<file path="src/hdl/ddq_pkg.sv">
// shared types and codes for the ring-buffer deque
`default_nettype none

package ddq_pkg;

  // operation carried by each input item
  typedef logic [1:0] kind_t;

  localparam kind_t KIND_PUSH_FRONT = 2'd0;
  localparam kind_t KIND_PUSH_BACK  = 2'd1;
  localparam kind_t KIND_POP_FRONT  = 2'd2;
  localparam kind_t KIND_DUMP       = 2'd3;

  // stored word
  typedef logic signed [31:0] word_t;

  // most results one dump item may produce
  localparam int unsigned MAX_RESULTS = 32;

endpackage

`default_nettype wire

</file>
<file path="src/hdl/ddq_ram.sv">
// generic single-port-write, registered-read RAM
`default_nettype none

module ddq_ram #(
  parameter int WIDTH = 32,
  parameter int DEPTH = 32
) (
  input  wire                         clk,
  input  wire                         wr_en,
  input  wire [$clog2(DEPTH)-1:0]     wr_addr,
  input  wire [WIDTH-1:0]             wr_data,
  input  wire                         rd_en,
  input  wire [$clog2(DEPTH)-1:0]     rd_addr,
  output logic [WIDTH-1:0]            rd_data
);

  logic [WIDTH-1:0] mem [DEPTH];

  // write port
  always_ff @(posedge clk) begin
    if (wr_en) begin
      mem[wr_addr] <= wr_data;
    end
  end

  // registered read, holds until the next read
  always_ff @(posedge clk) begin
    if (rd_en) begin
      rd_data <= mem[rd_addr];
    end
  end

endmodule

`default_nettype wire

</file>
<file path="src/hdl/double_ended_queue_ring.sv">
// top level of the ring-buffer deque: control, pointers and output register
//
//  channel  | direction | handshake          | payload
//  ---------+-----------+--------------------+----------------------------------------
//  in_      | input     | in_valid/in_stall  | in_kind, in_value
//  out_     | output    | out_valid/out_stall| out_data, out_data_valid, out_queue_empty,
//           |           |                    | out_overflow, out_last
//
// a push is answered straight from idle; a pop reads the RAM, then the read state registers the word.
// a dump of n words gives one word per cycle while out_stall allows, set by the single RAM read port.
// one item is worked on at a time; the next is taken once its last result is registered.
// reset clears pointers, count and output valid; the word store is not cleared.
// out_stall holds the output register and, through it, the input and the dump sweep.
`default_nettype none

module double_ended_queue_ring #(
  parameter int DEPTH = 32
) (
  input  wire                   clk,
  input  wire                   rst_n,
  input  wire                   in_valid,
  output logic                  in_stall,
  input  ddq_pkg::kind_t        in_kind,
  input  ddq_pkg::word_t        in_value,
  output logic                  out_valid,
  input  wire                   out_stall,
  output ddq_pkg::word_t        out_data,
  output logic                  out_data_valid,
  output logic                  out_queue_empty,
  output logic                  out_overflow,
  output logic                  out_last
);

  import ddq_pkg::*;

  localparam int AW  = (DEPTH > 1) ? $clog2(DEPTH) : 1;
  localparam int CW  = AW + 1;
  localparam int CAP = (DEPTH < int'(MAX_RESULTS)) ? DEPTH : int'(MAX_RESULTS);

  localparam logic [1:0] ST_IDLE = 2'd0;
  localparam logic [1:0] ST_READ = 2'd1;
  localparam logic [1:0] ST_DUMP = 2'd2;

  logic [1:0]    state_r, state_nxt;
  logic [AW-1:0] head_r, head_nxt;
  logic [CW-1:0] count_r, count_nxt;
  logic [AW-1:0] ptr_r, ptr_nxt;
  logic [CW-1:0] left_r, left_nxt;

  logic          out_valid_r, out_valid_nxt;
  word_t         out_data_r, out_data_nxt;
  logic          out_dv_r, out_dv_nxt;
  logic          out_empty_r, out_empty_nxt;
  logic          out_ovf_r, out_ovf_nxt;
  logic          out_last_r, out_last_nxt;

  logic          ram_we, ram_re;
  logic [AW-1:0] ram_waddr, ram_raddr;
  logic [31:0]   ram_rdata;

  logic          out_free, in_acc, full, is_push;
  logic [AW-1:0] head_dec, head_inc, ptr_inc, tail;
  logic [CW-1:0] tail_sum, dump_n;

  // word store
  ddq_ram #(
    .WIDTH (32),
    .DEPTH (DEPTH)
  ) u_store (
    .clk     (clk),
    .wr_en   (ram_we),
    .wr_addr (ram_waddr),
    .wr_data (in_value),
    .rd_en   (ram_re),
    .rd_addr (ram_raddr),
    .rd_data (ram_rdata)
  );

  // handshake and ring arithmetic
  assign out_free = !out_valid_r || !out_stall;
  assign in_stall = !((state_r == ST_IDLE) && out_free);
  assign in_acc   = in_valid && !in_stall;
  assign full     = (count_r == CW'(DEPTH));
  assign is_push  = (in_kind inside {KIND_PUSH_FRONT, KIND_PUSH_BACK});

  assign head_dec = (head_r == '0) ? AW'(DEPTH - 1) : head_r - AW'(1);
  assign head_inc = (head_r == AW'(DEPTH - 1)) ? '0 : head_r + AW'(1);
  assign ptr_inc  = (ptr_r == AW'(DEPTH - 1)) ? '0 : ptr_r + AW'(1);
  assign tail_sum = {1'b0, head_r} + count_r;
  assign tail     = (tail_sum >= CW'(DEPTH)) ? AW'(tail_sum - CW'(DEPTH)) : tail_sum[AW-1:0];
  assign dump_n   = (count_r > CW'(CAP)) ? CW'(CAP) : count_r;

  // next-state logic
  always_comb begin
    state_nxt     = state_r;
    head_nxt      = head_r;
    count_nxt     = count_r;
    ptr_nxt       = ptr_r;
    left_nxt      = left_r;
    ram_we        = 1'b0;
    ram_re        = 1'b0;
    ram_waddr     = head_dec;
    ram_raddr     = head_r;
    out_valid_nxt = out_valid_r;
    out_data_nxt  = out_data_r;
    out_dv_nxt    = out_dv_r;
    out_empty_nxt = out_empty_r;
    out_ovf_nxt   = out_ovf_r;
    out_last_nxt  = out_last_r;

    // output register drains when taken
    if (out_valid_r && !out_stall) begin
      out_valid_nxt = 1'b0;
    end

    case (state_r)
      ST_IDLE: begin
        if (in_acc) begin
          if (is_push) begin
            // push: write one entry unless full (then flag overflow), answer at once
            if (!full) begin
              ram_we    = 1'b1;
              count_nxt = count_r + CW'(1);
              if (in_kind == KIND_PUSH_FRONT) begin
                ram_waddr = head_dec;
                head_nxt  = head_dec;
              end else begin
                ram_waddr = tail;
              end
            end
            out_valid_nxt = 1'b1;
            out_data_nxt  = '0;
            out_dv_nxt    = 1'b0;
            out_empty_nxt = 1'b0;
            out_ovf_nxt   = full;
            out_last_nxt  = 1'b1;
          end else if (count_r == '0) begin
            // pop or dump of an empty queue
            out_valid_nxt = 1'b1;
            out_data_nxt  = '0;
            out_dv_nxt    = 1'b0;
            out_empty_nxt = 1'b1;
            out_ovf_nxt   = 1'b0;
            out_last_nxt  = 1'b1;
          end else if (in_kind == KIND_POP_FRONT) begin
            ram_re    = 1'b1;
            ram_raddr = head_r;
            head_nxt  = head_inc;
            count_nxt = count_r - CW'(1);
            state_nxt = ST_READ;
          end else begin
            ram_re    = 1'b1;
            ram_raddr = head_r;
            ptr_nxt   = head_inc;
            left_nxt  = dump_n;
            state_nxt = ST_DUMP;
          end
        end
      end

      ST_READ: begin
        // popped word is waiting on the RAM output
        if (out_free) begin
          out_valid_nxt = 1'b1;
          out_data_nxt  = ram_rdata;
          out_dv_nxt    = 1'b1;
          out_empty_nxt = (count_r == '0);
          out_ovf_nxt   = 1'b0;
          out_last_nxt  = 1'b1;
          state_nxt     = ST_IDLE;
        end
      end

      ST_DUMP: begin
        // one word per cycle while the output is free, next read issued as the current one is taken
        if (out_free) begin
          out_valid_nxt = 1'b1;
          out_data_nxt  = ram_rdata;
          out_dv_nxt    = 1'b1;
          out_empty_nxt = 1'b0;
          out_ovf_nxt   = 1'b0;
          out_last_nxt  = (left_r == CW'(1));
          if (left_r == CW'(1)) begin
            state_nxt = ST_IDLE;
          end else begin
            ram_re    = 1'b1;
            ram_raddr = ptr_r;
            ptr_nxt   = ptr_inc;
            left_nxt  = left_r - CW'(1);
          end
        end
      end

      default: begin
        state_nxt = ST_IDLE;
      end
    endcase
  end

  // control registers
  always_ff @(posedge clk) begin
    if (!rst_n) begin
      state_r     <= ST_IDLE;
      head_r      <= '0;
      count_r     <= '0;
      ptr_r       <= '0;
      left_r      <= '0;
      out_valid_r <= 1'b0;
    end else begin
      state_r     <= state_nxt;
      head_r      <= head_nxt;
      count_r     <= count_nxt;
      ptr_r       <= ptr_nxt;
      left_r      <= left_nxt;
      out_valid_r <= out_valid_nxt;
    end
  end

  // output payload
  always_ff @(posedge clk) begin
    out_data_r  <= out_data_nxt;
    out_dv_r    <= out_dv_nxt;
    out_empty_r <= out_empty_nxt;
    out_ovf_r   <= out_ovf_nxt;
    out_last_r  <= out_last_nxt;
  end

  assign out_valid       = out_valid_r;
  assign out_data        = out_data_r;
  assign out_data_valid  = out_dv_r;
  assign out_queue_empty = out_empty_r;
  assign out_overflow    = out_ovf_r;
  assign out_last        = out_last_r;

  // checks
  a_count_bound: assert property (@(posedge clk) disable iff (!rst_n)
    count_r <= CW'(DEPTH))
    else $error("entry count above depth");

  a_dump_nonempty: assert property (@(posedge clk) disable iff (!rst_n)
    (state_r == ST_DUMP) |-> (count_r != '0 && left_r != '0))
    else $error("dump sweep running on an empty queue");

  a_invalid_zero: assert property (@(posedge clk) disable iff (!rst_n)
    (out_valid_r && !out_dv_r) |-> (out_data_r == '0 && out_last_r))
    else $error("invalid result carries data or is not last");

  a_push_count: assert property (@(posedge clk) disable iff (!rst_n)
    (in_acc && is_push && !full) |=> (count_r == $past(count_r) + CW'(1)))
    else $error("accepted push did not grow the queue");

  a_ovf_no_data: assert property (@(posedge clk) disable iff (!rst_n)
    (out_valid_r && out_ovf_r) |-> (!out_dv_r && !out_empty_r))
    else $error("overflow result with data or empty flag");

endmodule

`default_nettype wire
</file>
<file path="config.mk">
export PLATFORM = sky130hd
export DESIGN_NAME = double_ended_queue_ring
export DESIGN_NICKNAME = d
export VERILOG_FILES = /design/src/hdl/ddq_pkg.sv /design/src/hdl/ddq_ram.sv /design/src/hdl/double_ended_queue_ring.sv
export SDC_FILE = /design/constraint.sdc
export NUM_CORES = 1
export LEC_CHECK = 0
export BUFFER_PORTS_ARGS = -buffer_cell sky130_fd_sc_hd__buf_2
export CORE_ASPECT_RATIO = 0.6
export CORE_MARGIN = 2
export CORE_UTILIZATION = 56
export DETAILED_ROUTE_END_ITERATION = 16
export GPL_ROUTABILITY_DRIVEN = 1
export PLACE_DENSITY_LB_ADDON = 0.2
export RECOVER_POWER = 25
export SETUP_SLACK_MARGIN = 0.3
export SLEW_MARGIN = 20
export SYNTH_ARGS = -nofsm -noshare
export SYNTH_HDL_FRONTEND = slang
export SYNTH_SLANG_ARGS = --single-unit
</file>
<file path="constraint.sdc">
create_clock -name clk -period 4 [get_ports clk]
set_clock_uncertainty 0.05 [all_clocks]
set_input_delay 0.8 -clock clk [delete_from_list [all_inputs] [get_ports clk]]
set_output_delay 0.8 -clock clk [all_outputs]
set_load 0.01 [all_outputs]
</file>
==> results.yml <==
setup_path:
  r2r_end: "u_store.mem[9][5]"
  worstPathRequired_ns: 4.30
  reg2regPathDepth: 8
  critical_path_class: "flop to flop"
  crit_fanout: 19
  critPathCaptureType: "flop"
  r2r_start: "count_r[1]"
  startpoint_type: "flop"
  r2r_setup_slack_ns: 0.44
  worst_ep_arrival_time_ns: 3.86
global_route:
  antenna_found_initial: 6
  groute.usage.overall: 0.305
  grt_max_degree: 94
  grt_first_pass_wirelength_mm: 181
  overflow: 0
  grt_pass1_vias: 26800
route:
  post_drt_wl_per_cell_um: 28.3
  first_pass_iters: 6
  via_per_inst: 6.44
  drc: 0
  routed_wl_mm: 124
  first_iter_violations: 4276
  vias: 28200
  ant_nets: 0
timing:
  hold_viol_final: 0
  period_needed_ns: 3.56
  slew_headroom: 0.0117
  timing.final.crit_share: 0.890
  timing.hold.ws_ns: 0.458
  tns_ns: 0
  max_freq_mhz: 281
  rsz0062_at_grt: "no"
  final_max_slew_viol_count: 0
  tightest_slew_ns: 1.48
  setup_viol: 0
clocking:
  htreeDepth: 3
  clk_pin_slew_ns: 0.07
  cts_buffers: 96
  cts_hold_buf: 0
  cts_sinks: 1117
  clockBufferDepth: 3
  cts-root-buf: "clkbuf_16"
  post_cts_resize_count: 0
  insertion_delay_ns: 0.69
  tritoncts: "done"
  post_cts_buffers: 0
place:
  placed_cell_area_sq_um: 47300
  dp.cells: 4201
  dpl.hpwl_mm: 72.0
  port_buffers: 75
  finalWeightedCongestion: 0.871
die:
  die_area_sq_um: 80900
  initial_utilization: 0.566
  rows: 79
  coreArea_sq_um: 77700
  fp.dieW_um: 366
  die_h_um: 221
  ios: 76
finish:
  final_util: 0.649
  layoutNonFillerInstCount: 4378
  nets: 3305
  fillCellCount: 5500
  syn2layout_area_growth_pct: 14.5
  drive_gt1_frac: 0.129
  final_area_sq_um: 50400
synth:
  synth_nets: 3156
  syn_inst: 3097
  synthFlopType: "edfxtp_1"
  synth_area_leaders: "edfxtp_1 75%, nand2_1 6.3%, mux2i_1 2.4%"
  synth_top_area_cell: "edfxtp_1"
  ys_warn_count: 0
  ys_seq_area_frac: 0.757
  synth-seq-cells: 1117
  synth_edf_count: 1092
  synth.distinct_cells: 60
  async_flop_share: 0
  synth_top_area_frac: 0.745
  synthesis.area_sq_um: 44000
  synth_area_per_cell_sq_um: 14.2
hold_path:
  holdPathEnd: "left_r[5]"
  hp-start: "left_r[5]"
  whs_path_depth: 2
  hold_class: "flop to flop"
outcome:
  run_status: "finished clean"
pwr:
  switching_power_w: 0.00928
  power.density_nw_per_um2: 607
  ir_drop_mv: 0.328
  swShare: 0.303
  pwr-share-clk: 0.303
  pwr-share-comb: 0.231
  leakagePower_nw: 16.5
  power_frac_seq: 0.466
  p_int_w: 0.0213
flow_run:
  drv_cap: 0
-- placed cells by master (no fill, tap or decap), drive strengths merged, types with 2 or more instances in the layout --
cell type  count
nor3b          5
inv           20
a22oi         64
and2          42
clkinvlp       5
xnor2         13
nor3           9
o31ai          6
mux2           4
o32ai          4
nand2        741
o211a          5
bufinv         8
nor2b          6
a21oi        147
mux2i        107
a31oi        105
nand3        207
o21ai         30
clkinv        40
nor2          55
nor4          33
fa             2
and3           4
dfxtp         25
clkbuf       141
nand2b         8
a32oi         98
o22ai         34
a21o           4
ha            19
diode          2
edfxtp      1092
xor2           2
buf          225
-- cell families after synthesis --
kind of cell	after synthesis	share of synthesized area
AOI/OAI and AO/OA	504	0.0762
xor gates and xnor gates	15	0.00384
adders and majority gates	21	0.00631
buffers and inverters	213	0.0224
DFF	1117	0.757
muxes	111	0.0259
and+or+nand+nor	1116	0.109
-- stage by stage --
stage          worst slack [ns]  total power (W)
3_3_place_gp             0.0847           0.0212
5_1_grt                   0.350           0.0316
4_1_cts                   0.494           0.0305
3_5_place_dp              0.153           0.0214
6_report                  0.439           0.0306
2_1_floorplan            -0.218           0.0183
-- worst max path at each step --
stage	from	endpoint	slack, ns	cells past startpoint
after global routing	count_r[1]	u_store.mem[9][8]	0.35	8
final	count_r[1]	u_store.mem[9][5]	0.44	8
after CTS	count_r[1]	u_store.mem[9][21]	0.49	8
after floorplan	in_kind[0]	u_store.mem[28][0]	-0.22	8
after detailed placement	out_stall	u_store.rd_data[11]	0.15	10
after global placement	out_stall	u_store.rd_data[27]	0.08	8
-- power by group through the flow --
stage | Sequential, W | Combinational (W) | Clock [W]
after floorplan | 0.0144 | 0.00390 | 0
after global placement | 0.0145 | 0.00673 | 0
after detailed placement | 0.0145 | 0.00694 | 0
after CTS | 0.0142 | 0.00697 | 0.00934
after global routing | 0.0143 | 0.00753 | 0.00980
final | 0.0142 | 0.00707 | 0.00926
-- critical path, cell delays in order, from the launching register on --
cell and delay, ns:
dfxtp_1 0.40, or4_4 0.54, or3_1 0.37, or4b_1 0.39, mux2i_4 0.43, xnor2_4 0.19, nand2_2 0.19, nor2_4 0.23
buf_4 0.39
-- registers in the layout, summed over array words and instances, names as in the netlist --
name and count:
u_store.rd_data 32, state_r 2, out_data 32, count_r 6, out_queue_empty 1, out_last 1, out_data_valid 1, left_r 6
head_r 5, u_store.mem 1024, out_overflow 1, out_valid 1, ptr_r 5
-- cell type report --
cell class,count,area [sq um],area share
tap,1053,1320,0.0261
inverter,19,71.3,0.00142
multi-input combinational,1767,10200,0.202
clock buffer,121,2600,0.0516
timing repair buffer,245,2450,0.0486
sequential,1117,33300,0.661
antenna,2,5.00,0.0000993
clock inverter,54,473,0.00939
-- layer usage --
layer,up-vias,track usage,part of all wire,wire length [um]
li1,12000,-,-,-
met1,14100,0.465,0.42,51600
met2,1876,0.431,0.43,53100
met3,226,0.0771,0.12,15300
met4,4,0.103,0.033,4130
met5,-,0,0.00022,27
-- synthesized netlist by cell type, drive strengths merged (8+ instances only) --
library cell and count:
a22oi 64, inv 17, a21oi 147, nand2b 8
nor4 33, and2 42, nor2 55, a31oi 105
o21ai 30, buf 118, mux2i 107, a32oi 98
nand3 207, ha 19, xnor2 13, clkbuf 76
dfxtp 25, o22ai 34, edfxtp 1092, nand2 741
nor3 9
Power figures use the tool's default switching activity.
